File: config.mk
export PLATFORM = sky130hd
export DESIGN_NAME = modbus_rtu_register_slave
export DESIGN_NICKNAME = d
export VERILOG_FILES = /design/src/hw/rtl/mbrs_pkg.sv /design/src/hw/rtl/modbus_rtu_register_slave.sv
export SDC_FILE = /design/constraint.sdc
export NUM_CORES = 1
export LEC_CHECK = 0
export BUFFER_PORTS_ARGS = -buffer_cell sky130_fd_sc_hd__buf_2
export CAP_MARGIN = 15
export CORE_ASPECT_RATIO = 0.9
export CORE_MARGIN = 3
export CORE_UTILIZATION = 59
export DETAILED_ROUTE_END_ITERATION = 10
export GPL_ROUTABILITY_DRIVEN = 0
export PLACE_DENSITY_LB_ADDON = 0.15
export SLEW_MARGIN = 20
export SYNTH_ARGS = -nofsm -noshare
export SYNTH_HDL_FRONTEND = slang
export SYNTH_SLANG_ARGS = --single-unit
File: constraint.sdc
create_clock -name i_clk -period 4.6 [get_ports i_clk]
set_input_delay 0.46 -clock i_clk [delete_from_list [all_inputs] [get_ports i_clk]]
set_output_delay 0.46 -clock i_clk [all_outputs]
set_load 0.01 [all_outputs]
File: src/hw/rtl/mbrs_pkg.sv
package mbrs_pkg;

    // Defaults for the top-level parameters.
    localparam int DEF_REG_COUNT = 2;
    localparam int DEF_MAX_FRAME = 256;

    // Modbus function codes that the slave serves.
    localparam logic [7:0] FN_READ_HOLDING = 8'h03;
    localparam logic [7:0] FN_READ_INPUT   = 8'h04;
    localparam logic [7:0] FN_WRITE_SINGLE = 8'h06;

    // Modbus CRC-16, reflected form.
    localparam logic [15:0] CRC_POLY = 16'hA001;
    localparam logic [15:0] CRC_INIT = 16'hFFFF;

    // Only requests of this length are served; only the first bytes are kept.
    localparam int HDR_BYTES = 6;
    localparam int REQ_LEN   = 8;

    // Configuration register reset values.
    localparam logic [7:0]  DEV_ADDR_RESET = 8'd1;
    localparam logic [15:0] GAP_RESET      = 16'd9001;

    // Configuration register index, taken from paddr[2].
    localparam logic CFG_DEV_ADDR = 1'b0;
    localparam logic CFG_GAP      = 1'b1;

    typedef enum logic [1:0] {
        ACT_BYTE  = 2'd0,
        ACT_TICK  = 2'd1,
        ACT_INREG = 2'd2
    } t_action;

    typedef enum logic [6:0] {
        S_IDLE      = 7'b0000001,
        S_RX_CRC    = 7'b0000010,
        S_CHECK     = 7'b0000100,
        S_TX_LOAD   = 7'b0001000,
        S_TX_CRC    = 7'b0010000,
        S_TX_CRC_LO = 7'b0100000,
        S_TX_CRC_HI = 7'b1000000
    } t_state;

endpackage

File: src/hw/rtl/modbus_rtu_register_slave.sv
// Modbus RTU register slave.
// The input stream carries one item per event: tuser selects a received UART byte, a
// timer tick, or an update of one input register. Bytes are gathered into a request
// frame while the Modbus CRC-16 runs over them one bit per clock. When gap_ticks ticks
// pass with no byte, the frame ends; a valid 8-byte request for this device with
// function 3, 4 or 6 is answered, anything else is dropped without a reply.
// Each reply byte leaves on the output stream as one item, tlast on the final CRC byte.
// A received byte is accepted and then stepped through the CRC bit by bit; a tick or a
// register update needs only its acceptance. The tick that closes a frame leads to a
// check, then each reply data byte is sent and passes through the same bit-serial CRC
// unit, while the two CRC bytes are sent without CRC steps. s_axis_tready is low while
// a byte's CRC, the frame check or a reply is in progress. The output holds one byte in
// a register; when the receiver stalls the reply waits on that register, and no further
// input is taken until the last reply byte is loaded into it. Synchronous reset clears
// the frame, the Modbus registers and the configuration to its defaults (address 1, gap
// 9001 ticks). The user must write the APB port while idle; the block does not check it.
module modbus_rtu_register_slave #(
    parameter int REG_COUNT = mbrs_pkg::DEF_REG_COUNT,
    parameter int MAX_FRAME = mbrs_pkg::DEF_MAX_FRAME
) (
    input  logic        i_clk,
    input  logic        i_rst_n,
    // Input stream.
    input  logic        s_axis_tvalid,
    output logic        s_axis_tready,
    input  logic [31:0] s_axis_tdata,   // rx_byte[7:0], reg_index[8], reg_value[24:9], zeros
    input  logic [1:0]  s_axis_tuser,   // action[1:0]
    // Reply stream.
    output logic        m_axis_tvalid,
    input  logic        m_axis_tready,
    output logic [7:0]  m_axis_tdata,   // tx_byte[7:0]
    output logic        m_axis_tlast,
    // Configuration port.
    input  logic        psel,
    input  logic        penable,
    input  logic        pwrite,
    input  logic [2:0]  paddr,
    input  logic [31:0] pwdata,
    output logic [31:0] prdata,
    output logic        pready
);

    localparam int RI_W  = (REG_COUNT > 1) ? $clog2(REG_COUNT) : 1;
    localparam int LEN_W = $clog2(MAX_FRAME + 2);
    localparam int TX_W  = $clog2(2 * REG_COUNT + 4);

    mbrs_pkg::t_state r_state, n_state;

    logic [7:0]       r_dev_addr, n_dev_addr;
    logic [15:0]      r_gap, n_gap;

    logic [LEN_W-1:0] r_frame_len, n_frame_len;
    logic [7:0]       r_hdr [mbrs_pkg::HDR_BYTES];
    logic [7:0]       n_hdr [mbrs_pkg::HDR_BYTES];
    logic [15:0]      r_crc, n_crc;
    logic [15:0]      r_silence, n_silence;
    logic             r_open, n_open;
    logic [15:0]      r_hold [REG_COUNT];
    logic [15:0]      n_hold [REG_COUNT];
    logic [15:0]      r_inreg [REG_COUNT];
    logic [15:0]      n_inreg [REG_COUNT];

    // Bit-serial CRC and reply sequencing.
    logic [7:0]       r_shift, n_shift;
    logic [2:0]       r_bit_cnt, n_bit_cnt;
    logic             r_is_read, n_is_read;
    logic             r_bank_in, n_bank_in;
    logic             r_hi, n_hi;
    logic [RI_W-1:0]  r_reg_ptr, n_reg_ptr;
    logic [TX_W-1:0]  r_byte_idx, n_byte_idx;
    logic [TX_W-1:0]  r_byte_total, n_byte_total;
    logic [7:0]       r_count_byte, n_count_byte;

    logic             r_out_valid, n_out_valid;
    logic [7:0]       r_out_data, n_out_data;
    logic             r_out_last, n_out_last;

    logic             w_accept;
    logic             w_out_free;
    logic [15:0]      w_crc_step;
    logic [16:0]      w_sil_inc;
    logic [15:0]      w_addr;
    logic [15:0]      w_word;
    logic             w_frame_ok;
    logic             w_addr_ok;
    logic             w_read_ok;
    logic [15:0]      w_reg_word;
    logic [7:0]       w_tx_byte;
    logic [RI_W-1:0]  w_in_idx;

    assign s_axis_tready = (r_state == mbrs_pkg::S_IDLE);
    assign w_accept      = s_axis_tvalid & s_axis_tready;
    assign w_out_free    = !r_out_valid || m_axis_tready;

    assign m_axis_tvalid = r_out_valid;
    assign m_axis_tdata  = r_out_data;
    assign m_axis_tlast  = r_out_last;

    assign pready = 1'b1;
    assign prdata = (paddr[2] == mbrs_pkg::CFG_GAP) ? {16'd0, r_gap} : {24'd0, r_dev_addr};

    // One step of the reflected CRC: the data bit enters at the low end.
    assign w_crc_step = {1'b0, r_crc[15:1]}
                      ^ (((r_crc[0] ^ r_shift[0]) == 1'b1) ? mbrs_pkg::CRC_POLY : 16'h0000);

    assign w_sil_inc = {1'b0, r_silence} + 17'd1;
    assign w_in_idx  = RI_W'(s_axis_tdata[8]);

    // Request fields, big-endian on the wire.
    assign w_addr     = {r_hdr[2], r_hdr[3]};
    assign w_word     = {r_hdr[4], r_hdr[5]};
    assign w_frame_ok = (r_frame_len == LEN_W'(mbrs_pkg::REQ_LEN)) && (r_crc == 16'h0000)
                     && (r_hdr[0] == r_dev_addr);
    assign w_addr_ok  = (w_addr < 16'(REG_COUNT));
    assign w_read_ok  = (w_word != 16'd0) && w_addr_ok
                     && (({1'b0, w_addr} + {1'b0, w_word}) <= 17'(REG_COUNT));

    assign w_reg_word = r_bank_in ? r_inreg[r_reg_ptr] : r_hold[r_reg_ptr];

    // Reply byte at the current position. A write echoes the request header; a read
    // echoes address and function, then the byte count, then register data high first.
    always_comb begin
        if (!r_is_read || (r_byte_idx < TX_W'(2))) begin
            w_tx_byte = r_hdr[r_byte_idx[2:0]];
        end else if (r_byte_idx == TX_W'(2)) begin
            w_tx_byte = r_count_byte;
        end else if (r_hi) begin
            w_tx_byte = w_reg_word[15:8];
        end else begin
            w_tx_byte = w_reg_word[7:0];
        end
    end

    always_comb begin
        n_state      = r_state;
        n_dev_addr   = r_dev_addr;
        n_gap        = r_gap;
        n_frame_len  = r_frame_len;
        n_hdr        = r_hdr;
        n_crc        = r_crc;
        n_silence    = r_silence;
        n_open       = r_open;
        n_hold       = r_hold;
        n_inreg      = r_inreg;
        n_shift      = r_shift;
        n_bit_cnt    = r_bit_cnt;
        n_is_read    = r_is_read;
        n_bank_in    = r_bank_in;
        n_hi         = r_hi;
        n_reg_ptr    = r_reg_ptr;
        n_byte_idx   = r_byte_idx;
        n_byte_total = r_byte_total;
        n_count_byte = r_count_byte;
        n_out_valid  = m_axis_tready ? 1'b0 : r_out_valid;
        n_out_data   = r_out_data;
        n_out_last   = r_out_last;

        if (psel && penable && pwrite) begin
            if (paddr[2] == mbrs_pkg::CFG_GAP) begin
                n_gap = pwdata[15:0];
            end else begin
                n_dev_addr = pwdata[7:0];
            end
        end

        unique case (r_state)
            mbrs_pkg::S_IDLE: begin
                if (w_accept) begin
                    unique case (s_axis_tuser)
                        mbrs_pkg::ACT_BYTE: begin
                            if (r_frame_len < LEN_W'(mbrs_pkg::HDR_BYTES)) begin
                                n_hdr[r_frame_len[2:0]] = s_axis_tdata[7:0];
                            end
                            if (r_frame_len <= LEN_W'(MAX_FRAME)) begin
                                n_frame_len = r_frame_len + LEN_W'(1);
                            end
                            n_shift   = s_axis_tdata[7:0];
                            n_bit_cnt = 3'd0;
                            n_silence = 16'd0;
                            n_open    = 1'b1;
                            n_state   = mbrs_pkg::S_RX_CRC;
                        end
                        mbrs_pkg::ACT_TICK: begin
                            if (r_open) begin
                                n_silence = w_sil_inc[15:0];
                                // A gap of zero ends the frame on the first tick as well.
                                if (w_sil_inc >= {1'b0, r_gap}) begin
                                    n_state = mbrs_pkg::S_CHECK;
                                end
                            end
                        end
                        mbrs_pkg::ACT_INREG: begin
                            if (32'(s_axis_tdata[8]) < 32'(REG_COUNT)) begin
                                n_inreg[w_in_idx] = s_axis_tdata[24:9];
                            end
                        end
                        default: begin
                        end
                    endcase
                end
            end
            mbrs_pkg::S_RX_CRC: begin
                n_crc     = w_crc_step;
                n_shift   = {1'b0, r_shift[7:1]};
                n_bit_cnt = r_bit_cnt + 3'd1;
                if (r_bit_cnt == 3'd7) begin
                    n_state = mbrs_pkg::S_IDLE;
                end
            end
            mbrs_pkg::S_CHECK: begin
                // The receiver is cleared whether or not the frame is served. The reply
                // CRC starts from the same initial value in the shared CRC register.
                n_frame_len  = '0;
                n_silence    = 16'd0;
                n_open       = 1'b0;
                n_crc        = mbrs_pkg::CRC_INIT;
                n_byte_idx   = '0;
                n_hi         = 1'b1;
                n_reg_ptr    = w_addr[RI_W-1:0];
                n_count_byte = {w_word[6:0], 1'b0};
                n_bank_in    = (r_hdr[1] == mbrs_pkg::FN_READ_INPUT);
                n_state      = mbrs_pkg::S_IDLE;
                if (w_frame_ok) begin
                    if (((r_hdr[1] == mbrs_pkg::FN_READ_HOLDING)
                            || (r_hdr[1] == mbrs_pkg::FN_READ_INPUT)) && w_read_ok) begin
                        n_is_read    = 1'b1;
                        n_byte_total = TX_W'(3) + {w_word[TX_W-2:0], 1'b0};
                        n_state      = mbrs_pkg::S_TX_LOAD;
                    end else if ((r_hdr[1] == mbrs_pkg::FN_WRITE_SINGLE) && w_addr_ok) begin
                        n_hold[w_addr[RI_W-1:0]] = w_word;
                        n_is_read    = 1'b0;
                        n_byte_total = TX_W'(mbrs_pkg::HDR_BYTES);
                        n_state      = mbrs_pkg::S_TX_LOAD;
                    end
                end
            end
            mbrs_pkg::S_TX_LOAD: begin
                if (w_out_free) begin
                    n_out_valid = 1'b1;
                    n_out_data  = w_tx_byte;
                    n_out_last  = 1'b0;
                    n_shift     = w_tx_byte;
                    n_bit_cnt   = 3'd0;
                    n_byte_idx  = r_byte_idx + TX_W'(1);
                    if (r_is_read && (r_byte_idx >= TX_W'(3))) begin
                        n_hi = !r_hi;
                        if (!r_hi) begin
                            n_reg_ptr = r_reg_ptr + RI_W'(1);
                        end
                    end
                    n_state = mbrs_pkg::S_TX_CRC;
                end
            end
            mbrs_pkg::S_TX_CRC: begin
                n_crc     = w_crc_step;
                n_shift   = {1'b0, r_shift[7:1]};
                n_bit_cnt = r_bit_cnt + 3'd1;
                if (r_bit_cnt == 3'd7) begin
                    n_state = (r_byte_idx == r_byte_total) ? mbrs_pkg::S_TX_CRC_LO
                                                           : mbrs_pkg::S_TX_LOAD;
                end
            end
            mbrs_pkg::S_TX_CRC_LO: begin
                if (w_out_free) begin
                    n_out_valid = 1'b1;
                    n_out_data  = r_crc[7:0];
                    n_out_last  = 1'b0;
                    n_state     = mbrs_pkg::S_TX_CRC_HI;
                end
            end
            mbrs_pkg::S_TX_CRC_HI: begin
                if (w_out_free) begin
                    n_out_valid = 1'b1;
                    n_out_data  = r_crc[15:8];
                    n_out_last  = 1'b1;
                    n_crc       = mbrs_pkg::CRC_INIT;
                    n_state     = mbrs_pkg::S_IDLE;
                end
            end
            default: begin
                n_state = mbrs_pkg::S_IDLE;
            end
        endcase
    end

    always_ff @(posedge i_clk) begin
        if (!i_rst_n) begin
            r_state     <= mbrs_pkg::S_IDLE;
            r_dev_addr  <= mbrs_pkg::DEV_ADDR_RESET;
            r_gap       <= mbrs_pkg::GAP_RESET;
            r_frame_len <= '0;
            r_crc       <= mbrs_pkg::CRC_INIT;
            r_silence   <= 16'd0;
            r_open      <= 1'b0;
            r_out_valid <= 1'b0;
            for (int i = 0; i < REG_COUNT; i++) begin
                r_hold[i]  <= 16'd0;
                r_inreg[i] <= 16'd0;
            end
        end else begin
            r_state     <= n_state;
            r_dev_addr  <= n_dev_addr;
            r_gap       <= n_gap;
            r_frame_len <= n_frame_len;
            r_crc       <= n_crc;
            r_silence   <= n_silence;
            r_open      <= n_open;
            r_out_valid <= n_out_valid;
            r_hold      <= n_hold;
            r_inreg     <= n_inreg;
        end
    end

    always_ff @(posedge i_clk) begin
        r_hdr        <= n_hdr;
        r_shift      <= n_shift;
        r_bit_cnt    <= n_bit_cnt;
        r_is_read    <= n_is_read;
        r_bank_in    <= n_bank_in;
        r_hi         <= n_hi;
        r_reg_ptr    <= n_reg_ptr;
        r_byte_idx   <= n_byte_idx;
        r_byte_total <= n_byte_total;
        r_count_byte <= n_count_byte;
        r_out_data   <= n_out_data;
        r_out_last   <= n_out_last;
    end

endmodule

==> results.yml <==
floorplanning:
  core_um2: 18700
  dieWidth_um: 153
  start_util_pct: 61.1
  design.die.area_um2: 21100
  fp-row-count: 47
  io_pins: 120
  die_h_um: 138
flow_run:
  max_cap_viol_count: 0
synthesis:
  synth_top_cell_area_share_pct: 24.2
  yosysTopAreaCell: "dfxtp_1"
  synthCells: 1180
  syn-cell-area_um2: 11400
  synth_cell_type_count: 84
  synthTopCellsByArea: "dfxtp_1 (24%), edfxtp_1 (22%), mux2i_1 (5.7%)"
  ys_seq_area_share_pct: 46.5
  synth_ff_type: "dfxtp_1"
  syn_avg_cell_area_um2: 9.68
  ys_ff_latch: 223
  yosysWarningCount: 0
  synth_edf_count: 85
  async_flop_share_pct: 0
critical_path:
  ff2ff_setup_slack_ns: 0.37
  regToRegEndpoint: "r_state[5]$_SDFFE_PN0P_"
  worstPathArrival_ns: 4.66
  crit_fanout: 11
  reg2reg_depth: 15
  crit_path_start_kind: "flop"
  worstReg2RegStart: "r_silence[0]$_SDFFE_PN0P_"
  worstPathRequired_ns: 5.03
  critPathKind: "reg2reg"
  end_kind: "flop"
sta:
  period_needed_ns: 4.23
  rsz0062_at_grt: "no"
  slew_viol_final: 0
  setup_viol: 0
  fin_crit_sh_pct: 91.9
  maxSlewHeadroom_pct: 22.6
  fmax_mhz: 237
  tns_ns: 0
  finalClockSkew_ns: 0.0118
  tightest_slew_ns: 1.16
  fin_ws_ns: 0.374
  finalHoldViolations: 0
detailed_routing:
  wl_mm: 29.0
  ant_nets: 0
  drc: 0
  avgRoutedWirePerCell_um: 19.5
  drt_first_iter_violations: 832
  avgViaCountPerCell: 6.07
  num_vias: 9065
  dr.pass1.iters: 5
worst_hold_path:
  hp-start: "pwdata[13]"
  hold_path_class: "in2reg"
  whs_path_depth: 3
  holdPathEnd: "r_gap[13]$_SDFFE_PN1P_"
placed_design:
  pre_cts_slack_ns: 0.313
  portBuffers: 77
  place_area_um2: 11800
  dp_hpwl_mm: 20.5
clock_tree:
  holdBufCountCts: 0
  cts.htree.levels: 1
  tritoncts: "built"
  clkTransAtPathRegs_ns: 0.06
  cts_setup_buffers: 0
  clock_latency_ns: 0.52
  cts-buffers-inserted: 23
  clkSinkCount: 223
  cts_buffer_depth: 3
  root_buffer: "clkbuf_16"
global_routing:
  antenna_found_initial: 0
  global_route.usage.total_pct: 26.7
  grt_max_degree: 55
  grt_overflow: 0
  grt_pass1_wl_mm: 46.0
  grt_pass1_vias: 8328
layout:
  diodes: 0
  final_util_pct: 67.4
  area_delta_synth_final_pct: 10.3
  final_area_um2: 12600
  final_nets: 1349
  drive_above_1_share_pct: 14.4
  fillCellCount: 1517
pwr:
  p_per_area_nw_per_um2: 357
  fin_total_pwr_w: 0.00450
  combPwrFrac_pct: 10.4
  cellLeakagePower_nw: 5.02
  p_int_w: 0.00337
  ir_worst_vdd_uv: 257
  p_sw_w: 0.00113
  sw_frac_of_total_pct: 25.1
  p_seq_share_pct: 47.9
  p_clk_share_pct: 41.7
outcome:
  status: "completed"
==> critical path, cell delays in order, from the launching register on <==
cell      delay (ns)
dfxtp_1         0.38
ha_1            0.23
nand3_1         0.24
nor3_2          0.36
and3_1          0.32
nand3_1         0.18
xnor2_1         0.18
ha_1            0.32
nand2_1         0.08
or4_1           0.54
or3_1           0.38
nand4_1         0.08
o311ai_1        0.11
buf_4           0.20
or3_1           0.37
a21oi_1         0.17
==> power groups by stage <==
stage / combinational (W) / clock [W] / sequential, W
floorplan: 0.000343 / 0 / 0.00217
global placement: 0.000451 / 0 / 0.00219
detailed placement: 0.000458 / 0 / 0.00220
CTS: 0.000463 / 0.00190 / 0.00215
global route: 0.000516 / 0.00198 / 0.00216
finish: 0.000465 / 0.00188 / 0.00215
==> cells in the mapped netlist (all sizes together) (8+ instances only) <==
master / instances
ha: 41
nor4: 17
dfxtp: 138
a221oi: 8
nand4: 14
mux2i: 65
buf: 27
edfxtp: 85
inv: 36
a21oi: 85
nor2b: 8
nand2b: 8
xnor2: 21
and3: 8
mux4: 16
a22oi: 22
clkbuf: 46
xor2: 20
o22ai: 16
o21ai: 36
nor3: 21
nand3: 17
nor2: 137
mux2: 20
o211ai: 9
nand2: 166
==> layout by cell type, fill, tap and decap left out, drive strengths merged, types with 6 or more instances in the layout <==
cell type,count
buf,84
dfxtp,138
nand2,166
nor3b,6
xnor2,21
a22oi,22
and3,8
o22ai,16
nor2b,8
o211ai,9
nor2,137
nor3,21
xor2,20
nand2b,8
ha,41
nor4,17
edfxtp,85
mux2,20
o21ai,36
clkbuf,32
mux2i,65
nand4,14
mux4,16
clkinv,9
conb,17
o21a,6
a21oi,85
a21o,6
a221oi,8
inv,38
nand3,17
==> what timing repair did <==
item,CTS,global route
endpoints found under the hold margin,0,0
setup endpoints to repair,0,16
resized for setup,0,1
==> flip-flops by register name (all words and copies together) (netlist names), 3 cells and up <==
name and flops:
m_axis_tdata 8, r_bit_cnt 3, r_byte_idx 3, r_byte_total 3
r_count_byte 7, r_crc 16, r_dev_addr 8, r_frame_len 9
r_gap 16, r_hdr 48, r_hold 32, r_inreg 32
r_shift 8, r_silence 16, r_state 7
==> cell families after synthesis <==
group	after synthesis	synth area share (%)
AO/OA/AOI/OAI	223	12.2
XOR/XNOR	41	3.14
adder cells (fa/ha/maj)	42	4.67
buffers and inverters	111	4.66
flip-flops	223	46.5
multiplexers	101	10.8
other	2	0.0657
AND/OR/NAND/NOR	437	17.9
==> worst max path at each step <==
stage | from | endpoint | slack [ns]
floorplan | r_silence[0]$_SDFFE_PN0P_ | r_state[5]$_SDFFE_PN0P_ | 0.73
global placement | r_silence[0]$_SDFFE_PN0P_ | r_crc[13]$_SDFFE_PN1P_ | 0.41
detailed placement | r_silence[0]$_SDFFE_PN0P_ | r_crc[13]$_SDFFE_PN1P_ | 0.31
CTS | r_silence[0]$_SDFFE_PN0P_ | r_crc[6]$_SDFFE_PN1P_ | 0.28
global route | r_silence[0]$_SDFFE_PN0P_ | r_crc[4]$_SDFFE_PN1P_ | 0.06
finish | r_silence[0]$_SDFFE_PN0P_ | r_state[5]$_SDFFE_PN0P_ | 0.37
==> cell type report <==
cell class                      count  area [um^2]  area share (%)
Multi-Input combinational cell    861         5640            44.8
Inverter                           38          143            1.13
Clock inverter                     10         78.8           0.626
Clock buffer                       32          681            5.40
Sequential cell                   223         5320            42.2
Timing Repair Buffer               84          438            3.48
Tap cell                          245          307            2.43
==> per-stage QoR <==
stage	std cells	hold slack, ns
after floorplan	1195	0.431
after global placement	1451	0.441
after detailed placement	1451	0.450
after CTS	1493	0.149
after global routing	1493	0.169
final	1493	0.164
==> metal layers <==
layer	track usage, %	up-vias	wire (um)	share of wire [%]
li1	-	4307	-	-
met3	3.62	44	2610	9.0
met4	5.77	0	553	1.9
met2	39.0	394	12500	43
met1	42.5	4320	13400	46
met5	0	-	0	0
No activity file was read; power rests on OpenSTA's default activity.
